==> src/hw/rtl/zyz_pkg.sv <==
// Shared types, constants and the arctangent table for the ZYZ Euler decomposer.
// No dependencies; imported by the CORDIC cell and the top level.
`default_nettype none
package zyz_pkg;

  localparam int SAMPLE_WIDTH    = 16;
  localparam int ANGLE_FRAC_BITS = 13;
  localparam int CORDIC_STAGES   = 16;
  localparam int GUARD_BITS      = 8;
  localparam int XW              = 28;  // CORDIC x/y datapath width
  localparam int ZW              = 36;  // Q30 angle width
  localparam int IDXW            = 5;   // stage index width
  localparam int THR_W           = 15;
  localparam int MAGC_W          = 18;

  localparam logic signed [ZW-1:0] PI_Q30      = 36'sd3373259426;
  localparam logic signed [ZW-1:0] HALF_PI_Q30 = 36'sd1686629713;
  localparam logic [19:0]          INVK_Q20    = 20'd636751;

  // One vector moving down a CORDIC row
  typedef struct packed {
    logic                 zero;
    logic signed [XW-1:0] x;
    logic signed [XW-1:0] y;
    logic signed [ZW-1:0] z;
  } cordic_vec_t;

  // Q30 arctangent of 2^-i, rounded to nearest
  function automatic logic signed [ZW-1:0] atan_q30(input logic [IDXW-1:0] i);
    logic signed [ZW-1:0] r;
    r = '0;
    case (i)
      5'd0: r = 36'sd843314857;
      5'd1: r = 36'sd497837829;
      5'd2: r = 36'sd263043837;
      5'd3: r = 36'sd133525159;
      5'd4: r = 36'sd67021687;
      5'd5: r = 36'sd33543516;
      5'd6: r = 36'sd16775851;
      5'd7: r = 36'sd8388437;
      5'd8: r = 36'sd4194283;
      5'd9: r = 36'sd2097149;
      default: r = 36'sd1 <<< (5'd30 - i);
    endcase
    if (i == 5'd31) r = '0;
    return r;
  endfunction

endpackage
`default_nettype wire

==> src/hw/rtl/zyz_cordic_cell.sv <==
// One vectoring CORDIC micro-rotation with its output register.
// Depends on zyz_pkg for the vector type and arctangent table.
`default_nettype none
module zyz_cordic_cell (
  input  wire logic                      clk,
  input  wire logic                      en,
  input  wire logic [zyz_pkg::IDXW-1:0]  stage_idx,
  input  wire zyz_pkg::cordic_vec_t      vec_in,
  output zyz_pkg::cordic_vec_t           vec_out
);
  import zyz_pkg::*;

  cordic_vec_t vec_r, vec_nxt;
  logic signed [XW-1:0] dx, dy;
  logic signed [ZW-1:0] dz;

  // Rotate toward the x axis
  always_comb begin
    dx = vec_in.y >>> stage_idx;
    dy = vec_in.x >>> stage_idx;
    dz = atan_q30(stage_idx);
    vec_nxt.zero = vec_in.zero;
    if (!vec_in.y[XW-1]) begin
      vec_nxt.x = vec_in.x + dx;
      vec_nxt.y = vec_in.y - dy;
      vec_nxt.z = vec_in.z + dz;
    end else begin
      vec_nxt.x = vec_in.x - dx;
      vec_nxt.y = vec_in.y + dy;
      vec_nxt.z = vec_in.z - dz;
    end
  end

  // Advance when the pipeline moves
  always_ff @(posedge clk) begin
    if (en) vec_r <= vec_nxt;
  end

  assign vec_out = vec_r;
endmodule
`default_nettype wire

==> config.mk <==
export PLATFORM = sky130hd
export DESIGN_NAME = zyz_cordic_cell
export DESIGN_NICKNAME = d
export VERILOG_FILES = /design/src/hw/rtl/zyz_pkg.sv /design/src/hw/rtl/zyz_cordic_cell.sv
export SDC_FILE = /design/constraint.sdc
export NUM_CORES = 1
export LEC_CHECK = 0
export ABC_AREA = 1
export BUFFER_PORTS_ARGS = -buffer_cell sky130_fd_sc_hd__buf_4
export CAP_MARGIN = 20
export CORE_UTILIZATION = 45
export CTS_CLUSTER_SIZE = 10
export DETAILED_ROUTE_END_ITERATION = 6
export GPL_ROUTABILITY_DRIVEN = 0
export HOLD_SLACK_MARGIN = 0.08
export PLACE_DENSITY = 0.65
export SYNTH_ARGS = -nofsm -noshare
export SYNTH_HDL_FRONTEND = slang
export SYNTH_SLANG_ARGS = --single-unit
==> constraint.sdc <==
create_clock -name clk -period 7.2 [get_ports clk]
set_clock_uncertainty 0.2 [all_clocks]
set_input_delay 0.72 -clock clk [delete_from_list [all_inputs] [get_ports clk]]
set_output_delay 0.72 -clock clk [all_outputs]
set_load 0.005 [all_outputs]
==> key figures, run 1 <==
STA
  • Hold_ws: 328.9 ps
  • Rel. slew slack: 40.13%
  • Endpoints failing hold: 0
  • RSZ-0062 raised after global routing: false
  • Final Max Tran Viols: 0
  • Final period util: roughly 83%
  • Max Freq: 167.0 MHz
  • Final min period: between 5000 and 6000 ps
  • Setup_tns: 0 ps
  • Final setup fails: 0
  • Worst slew pin tran: 896.8 ps

Cells and area
  • Fin nets: about 2500
  • ANT cells: 0
  • Number of flip-flops under the largest register name: 93
  • Share of layout cells above drive strength 1: 11.26%
  • Area Growth Syn to Fin: 14.09%
  • Final instance area: 15400 um^2
  • Commonest non-fill, non-tap cell in the layout: nand2_1
  • Layout filler cell count: 3068
  • Commonest cells after routing, fill and taps aside: 768 x nand2_1, 304 x nand3_1, 198 x buf_4
  • Core Util, Final: between 50% and 60%

Power
  • Lkg Pwr: 0.007675 uW
  • Max IR drop VDD: 0.1132 mV
  • Net Sw Frac: 42.54%
  • Int Pwr: 1757 uW
  • Sequential share of power: 27.9%
  • P_sw: 1301 uW
  • Clock power frac: 16.4%
  • Pwr dens: about 200 nW/um^2
  • Power share of the combinational group: between 50% and 60%

Yosys
  • Main combinational cell family by area after synthesis: simple AND/OR/NAND/NOR gates
  • Async SR Flop Fraction: 0%
  • Register area share after synthesis: 20.69%
  • Post-synth EDFFs: 93
  • Netlist cell types: 44
  • Synth Instances: 2184
  • Synth Area in Simple Gates: 41.84%
  • Multiplexer share of the synthesized area: 0%
  • Syn. warnings: 0
  • XOR/XNOR Fraction of Synth Area: 9.082%
  • Mapped cell area: 13500 um^2
  • Adder-Cell Fraction of Synth Area: 9.157%
  • Predominant post-synthesis flop cell: edfxtp_1
  • Synth Register Bits: 93
  • Synth Net Count: 2381
  • Compound-gate portion of the synthesized area: a little under an eighth
  • Syn_area_per_cell: 6.182 um^2

Clock tree
  • Clock Sinks: 93
  • CTS root buffer: clkbuf_16
  • Post-CTS Resized: 0
  • # H-tree levels: 3
  • CTS Hold Buffers Added: 0
  • Max Root-Sink Buffers: 2
  • TritonCTS buffer count: 9
  • Post-CTS setup buffers: 0
  • Reg clk slew, reported paths: 70 ps
  • CTS tree: built

Global route
  • Initial antenna violation count: 0
  • Global-route wire length before repair: 72.36 mm
  • Number of global-route vias before repair: around 14000
  • GRT Util Overall: just under 30%
  • Global route total overflow: 0
  • Largest net degree at the start of global routing: 62

Setup path
  • Crit path DAT: 5910 ps
  • Startpoint Class: primary input
  • Critical path data required time: 7120 ps
  • Crit end category: flop
  • Critical path class: in -> reg
  • Worst-path fanout max: 59

Floorplanning
  • DIE HEIGHT: around 180 um
  • Row cnt: 63
  • Core Region: 29560 um^2
  • Initial Utilization: 45.67%
  • Die X: 175.2 um
  • Die area: 30700 um^2
  • I/O Pins: between 150 and 200

Drt
  • Antenna Nets Post-Route: 0
  • Vias per inst: 5.655
  • Drt wl/cell: ~17 um
  • Via Count: 15360
  • Post-Route WL: roughly 46 mm
  • DR DRC count: 4
  • DRT iter0 DRCs: between 1500 and 2000
  • Pre-Repair DR Iteration Count: 7

Status
  • Status: finished, violations left
  • Failing checks: design-rule violations

Placement
  • Post-DP HPWL: 36.40 mm
  • Placed Area: 15110 um^2
  • Port bufs: 192

Flow run
  • Max Cap Violations: 0

Worst hold path
  • Min-Delay Path Class: in -> reg
worst max-delay path, stage by stage:
cell and delay [ps]:
buf_4 500, inv_2 550, nor2_2 390, nand2_1 90
nand3_1 90, nand2_1 50, nand2_1 70, nand2_1 50
nand2_1 110, nand2_1 70, nand2_1 160, inv_1 70
ha_1 280, nand2_1 70, o21ai_0 160, ha_1 330
nand3_1 80, nand3_1 110, a21oi_1 360, o21ai_0 250
a21boi_0 600, o21ai_0 300, nand2_1 110, nand2_1 80
a21oi_1 160, xnor2_1 70
Yosys cell counts, types with 2 or more instances:
| library cell | n | share of area [%] |
|---|---|---|
| ha_1 | 94 | 8.7 |
| nor4_1 | 5 | 0.23 |
| o21ai_1 | 14 | 0.52 |
| nand3_1 | 304 | 11 |
| buf_6 | 4 | 0.33 |
| nor2_1 | 153 | 4.3 |
| inv_2 | 7 | 0.19 |
| a31oi_1 | 12 | 0.56 |
| nor2_2 | 11 | 0.51 |
| a21boi_0 | 6 | 0.33 |
| o221ai_1 | 3 | 0.19 |
| o21bai_1 | 6 | 0.33 |
| o2111ai_1 | 3 | 0.19 |
| nand4_1 | 35 | 1.6 |
| nor2_4 | 9 | 0.75 |
| o21ai_0 | 95 | 3.5 |
| xnor2_1 | 56 | 3.6 |
| nand3b_1 | 3 | 0.17 |
| xor2_1 | 84 | 5.4 |
| a2111oi_0 | 2 | 0.13 |
| a21oi_1 | 125 | 4.6 |
| o211ai_1 | 5 | 0.28 |
| o21a_1 | 9 | 0.50 |
| a21o_1 | 5 | 0.28 |
| nor3_1 | 12 | 0.44 |
| nand2_4 | 4 | 0.33 |
| inv_1 | 163 | 4.5 |
| nand2_2 | 14 | 0.65 |
| nand2_1 | 768 | 21 |
| clkinv_1 | 2 | 0.056 |
| clkbuf_1 | 15 | 0.42 |
| fa_1 | 3 | 0.44 |
| buf_1 | 19 | 0.53 |
| buf_2 | 23 | 0.85 |
| edfxtp_1 | 93 | 21 |
| buf_4 | 10 | 0.56 |
metrics by stage:
stage | total power, uW | setup WS (ps) | cells
finish | 3058 | 1214 | 2716
CTS | 3048 | 1343 | 2716
global placement | 2517 | 1107 | 2701
global route | 3285 | 669.4 | 2716
detailed placement | 2529 | 954.6 | 2701
floorplan | 1947 | 2536 | 2184
per-layer routing:
| metal | part of all wire [%] | up-vias | routed length, um | track usage, % |
|---|---|---|---|---|
| met5 | 0 | - | 0 | 0 |
| met4 | 2.5 | 0 | 1125 | 8.732 |
| met3 | 8.2 | 77 | 3743 | 4.460 |
| met2 | 44 | 690 | 19960 | 46.69 |
| met1 | 46 | 7022 | 20850 | 41.21 |
| li1 | - | 7571 | - | - |
final timing paths:
| kind | start | slack [ps] | end | depth (start not counted) |
|---|---|---|---|---|
| worst min-delay path | vec_in[92] | 330 | vec_out[92] | 1 |
| worst max-delay path | stage_idx[0] | 1210 | vec_out[61] | 26 |
cells by family (layout without fill, tap and decap cells):
logic type      count (synthesis)  in the layout
simple gates                 1321           1321
compound gates                289            289
buf+inv                       244            386
xor+xnor                      140            140
fa+ha+maj                      97             97
flops                          93             93
final cells by class:
type / instances / area [um^2] / share of cell area [%]
timing repair buffer: 198 / 1486 / 9.651
inverter: 173 / 651.9 / 4.232
clock inverter: 5 / 61.31 / 0.3980
sequential: 93 / 2793 / 18.13
multi-input combinational: 1847 / 9693 / 62.93
tap: 390 / 488.0 / 3.168
clock buffer: 10 / 229.0 / 1.487
power groups by stage:
stage / clock network, uW / logic [uW] / registers [uW]
2_1_floorplan: 0 / 1060 / 882
3_3_place_gp: 0 / 1650 / 864
3_5_place_dp: 0 / 1660 / 865
4_1_cts: 516 / 1680 / 856
5_1_grt: 534 / 1890 / 867
6_report: 502 / 1700 / 853
No activity file was read; power rests on OpenSTA's default activity.
==> run 2, diff against run 1 <==
Clock period 7.2 ns to 6.15 ns, I/O delays scaled along.
==> run 2 against run 1 <==
The run still ends with design-rule violations left. Wire length is 0.37% lower. Combinational power is 18% higher. Sequential share of layout area is 0.14 points lower. Non-clock buffer count is 14 higher. Die area stayed put. Cell area is 0.78% higher. Sequential power is 17% higher. Critical path depth is 1 lower. Count of clock-buffer cells in the layout is 1 higher. Largest power group unchanged.
==> key figures, run 2 (synthesized netlist as in run 1, its figures left out) <==
Power
  • Pwr dens: 231.5 nW/um^2
  • Total power: around 3600 uW
  • Lkg Pwr: 0.007746 uW
  • Max IR drop VDD: roughly 0.14 mV

STA
  • Final Max Tran Viols: 0
  • Post-route setup slack: 690.3 ps
  • Endpoints failing hold: 0
  • Rel. slew slack: approximately 45%
  • Final min period: 5460 ps
  • Max Freq: 183.2 MHz
  • Worst slew pin tran: 826.0 ps
  • Setup_tns: 0 ps
  • RSZ-0062 raised after global routing: false
  • Final period util: 88.78%
  • Final setup fails: 0

Cells and area
  • Commonest non-fill, non-tap cell in the layout: nand2_1
  • Share of layout cells above drive strength 1: between 10% and 20%
  • Fin nets: between 2000 and 3000
  • Commonest cells after routing, fill and taps aside: 768 x nand2_1, 304 x nand3_1, 211 x buf_4
  • Reg area: 2793 um^2
  • ANT cells: 0
  • Area Growth Syn to Fin: 14.98%
  • Layout filler cell count: 3024
  • Multi-input logic area: 9693 um^2
  • Number of flip-flops under the largest register name: 93

Worst hold path
  • Min-Delay Path Class: in -> reg
  • Worst Hold Launch: vec_in[92]
  • Hold path cells: 1
  • Worst Hold End: vec_out[92]

Setup path
  • Crit path DAT: about 5400 ps
  • CP most frequent cell: nand2_1
  • Critical path buffer and inverter count: 5
  • CP max stage cell: a21boi_0
  • CP peak stage delay: 520 ps
  • Crit-path leading delay family: simple AND/OR/NAND/NOR gates
  • Worst-path fanout max: 41
  • Critical path data required time: 6060 ps
  • Crit end category: flop
  • Startpoint Class: primary input
  • Critical path class: in -> reg

Clock tree
  • CTS Hold Buffers Added: 0
  • Post-CTS Resized: 0
  • Post-CTS setup buffers: 0
  • TritonCTS buffer count: 9
  • Max Root-Sink Buffers: 2
  • # H-tree levels: 3
  • Clock Sinks: 93
  • Reg clk slew, reported paths: ~70 ps
  • CTS root buffer: clkbuf_16
  • CTS tree: built

Drt
  • DRT iter0 DRCs: 1479
  • Drt wl/cell: 16.66 um
  • Via Count: 15379
  • Antenna Nets Post-Route: 0
  • Vias per inst: 5.631
  • Pre-Repair DR Iteration Count: 7
  • Post-Route WL: 45.50 mm
  • DR DRC count: 1

Floorplanning
  • Row cnt: 63
  • Die X: approximately 180 um
  • Die area: 30700 um^2
  • I/O Pins: 193
  • DIE HEIGHT: 175.2 um
  • Core Region: ~30000 um^2
  • Initial Utilization: 45.67%

Global route
  • Largest net degree at the start of global routing: 65
  • Global-route wire length before repair: 72.52 mm
  • Number of global-route vias before repair: 14140
  • Initial antenna violation count: 0
  • GRT Util Overall: 29.57%
  • Global route total overflow: 0

Placement
  • Pre-CTS setup slack: 470.0 ps
  • Post-DP HPWL: 36.84 mm
  • Port bufs: 192

Flow run
  • Max Cap Violations: 0

Status
  • Status: finished, violations left
  • Failing checks: design-rule violations
## run 2: worst max-delay path by stage
stage | start | endpoint | cells after the start
floorplan | stage_idx[2] | vec_out[32] | 28
global placement | stage_idx[2] | vec_out[32] | 32
detailed placement | stage_idx[2] | vec_out[31] | 25
CTS | stage_idx[2] | vec_out[31] | 25
global route | stage_idx[2] | vec_out[32] | 30
finish | stage_idx[2] | vec_out[31] | 25
## run 2: per-stage QoR
stage	hold slack, ps	util [%]	cells	cell area [um^2]
after floorplan	513.9	-	2184	13500
after global placement	596.9	51.52	2715	15230
after detailed placement	594.6	51.52	2715	15230
after CTS	212.1	52.51	2731	15520
after global routing	210.8	52.51	2731	15520
final	222.7	52.51	2731	15520
## run 2: where the power goes
group / internal [uW] / leakage, uW / total (uW) / switching [uW]
Sequential: 952 / 0.000910 / 1000 / 48.6
Combinational: 802 / 0.00670 / 2010 / 1210
Clock: 317 / 0.000135 / 586 / 269
## run 2: layout make-up
class                           count  share of cell area [%]
Tap cell                          390                   3.144
Sequential cell                    93                   17.99
Clock buffer                       11                   1.499
Clock inverter                      5                  0.3869
Multi-Input combinational cell   1847                   62.45
Inverter                          173                   4.200
Timing Repair Buffer              212                   10.33
## run 2: layer usage
| layer | part of all wire (%) | GRT usage [%] |
|---|---|---|
| met5 | 0 | 0 |
| met4 | 2.4 | 8.333 |
| met3 | 8.0 | 3.960 |
| met2 | 45 | 47.62 |
| met1 | 45 | 41.12 |
==> run 3, diff against run 2 <==
Settings changed: BUFFER_PORTS_ARGS -buffer_cell sky130_fd_sc_hd__buf_4 to -buffer_cell sky130_fd_sc_hd__clkbuf_2.
==> run 3 against run 2 <==
Sequential cell count did not move. The flow now finishes without violations. Count of clock-buffer cells in the layout decreased by 2. Combinational power shrank 5%. Wire length is essentially flat. Highest routed layer is now met5.
==> key figures, run 3 (synthesized netlist as in run 1, its figures left out) <==
Status
  • Status: complete, no violations

Clock tree
  • CTS Hold Buffers Added: 0
  • Reg clk slew, reported paths: 70 ps
  • CTS tree: built
  • Max Root-Sink Buffers: 2
  • Post-CTS setup buffers: 0
  • TritonCTS buffer count: 9
  • # H-tree levels: 3
  • Clock Sinks: 93
  • Post-CTS Resized: 0
  • CTS root buffer: clkbuf_16

Worst hold path
  • Worst Hold Launch: vec_in[92]
  • Worst Hold End: vec_out[92]
  • Hold path cells: 1
  • Min-Delay Path Class: in -> reg

Setup path
  • Crit end category: flop
  • CP most frequent cell: nand2_1
  • Critical path data required time: 6070 ps
  • Critical path class: in -> reg
  • CP peak stage delay: 460 ps
  • Startpoint Class: primary input
  • Worst-path fanout max: 50
  • Crit path DAT: roughly 5200 ps
  • CP max stage cell: a21boi_0

STA
  • Final setup fails: 0
  • RSZ-0062 raised after global routing: false
  • Final min period: between 5000 and 6000 ps
  • Final period util: 86.05%
  • Endpoints failing hold: 0
  • Hold_ws: 221.8 ps
  • Worst slew pin tran: approximately 800 ps
  • Max Freq: around 190 MHz
  • Post-route setup slack: around 860 ps
  • Final Max Tran Viols: 0
  • Setup_tns: 0 ps
  • Rel. slew slack: 46.43%

Floorplanning
  • Row cnt: 63
  • Die area: 30700 um^2
  • Core Region: a little under 30000 um^2
  • Initial Utilization: between 40% and 50%
  • I/O Pins: 193
  • Die X: 175.2 um
  • DIE HEIGHT: about 180 um

Power
  • Int Pwr: 1923 uW
  • Clock power frac: between 15 and 20%
  • Lkg Pwr: between 0.007 and 0.008 uW
  • Total power: between 3000 and 4000 uW
  • Power share of the combinational group: between 50% and 60%
  • P_sw: between 1500 and 2000 uW
  • Max IR drop VDD: 0.1235 mV
  • Pwr dens: 229.8 nW/um^2
  • Sequential share of power: between 20% and 30%
  • Net Sw Frac: roughly 44%

Drt
  • Antenna Nets Post-Route: 0
  • DR DRC count: 0
  • Post-Route WL: 45.48 mm
  • Vias per inst: 5.679
  • Via Count: 15497
  • Pre-Repair DR Iteration Count: 7
  • DRT iter0 DRCs: 1381
  • Drt wl/cell: 16.67 um

Cells and area
  • Commonest cells after routing, fill and taps aside: 768 x nand2_1, 304 x nand3_1, 191 x clkbuf_2
  • Area Growth Syn to Fin: 11.33%
  • Multi-input logic area: 9693 um^2
  • Layout filler cell count: between 3000 and 4000
  • Final instance area: between 15000 and 20000 um^2
  • Number of flip-flops under the largest register name: 93
  • Reg area: roughly 2800 um^2
  • Fin nets: ~2500
  • Share of layout cells above drive strength 1: about an eighth
  • Commonest non-fill, non-tap cell in the layout: nand2_1

Global route
  • Global-route wire length before repair: 71.45 mm
  • Global route total overflow: 0
  • GRT Util Overall: 29.17%
  • Initial antenna violation count: 2
  • Number of global-route vias before repair: 13974
  • Largest net degree at the start of global routing: between 60 and 70

Placement
  • Pre-CTS setup slack: 581.8 ps
  • Placed Area: 14750 um^2
  • Port bufs: ~190
  • Post-DP HPWL: 36.58 mm

Flow run
  • Max Cap Violations: 0
[run 3: cell type report]
cell class	instances	share of cell area, %
clock buffer	9	1.498
tap	390	3.246
timing repair buffer	209	7.508
inverter	173	4.337
antenna	1	0.01665
sequential	93	18.58
clock inverter	7	0.3246
multi-input combinational	1847	64.49
[run 3: worst max path at each step]
stage,start,endpoint,slack (ps)
finish,stage_idx[1],vec_out[89],860
global route,stage_idx[0],vec_out[61],440
CTS,stage_idx[1],vec_out[89],960
detailed placement,stage_idx[1],vec_out[89],580
global placement,stage_idx[0],vec_out[89],610
floorplan,stage_idx[2],vec_out[32],1590
[run 3: metal layers]
metal,part of all wire [%],vias to the layer above,track usage [%]
li1,-,7603,-
met1,45,7085,40.86
met2,44,717,46.54
met3,7.8,90,2.894
met4,2.8,2,10.07
met5,0.022,-,0
[run 3: power groups by stage]
stage               Sequential (uW)  Clock (uW)  Combinational (uW)
finish                          996         561                1900
floorplan                      1030           0                1250
detailed placement             1010           0                1850
global placement               1010           0                1840
global route                   1010         590                2110
CTS                             999         576                1870
[run 3: worst max-delay path: cells and delay by family]
kind            cells  cell delay [ps]
compound gates      6             1680
xor+xnor            2              230
fa+ha+maj           2              500
buf+inv             6             1050
simple gates       11             1090
[run 3: per-stage QoR]
stage / util, % / cells
floorplan: - / 2184
global placement: 49.91 / 2712
detailed placement: 49.91 / 2712
CTS: 50.84 / 2728
global route: 50.85 / 2729
finish: 50.85 / 2729
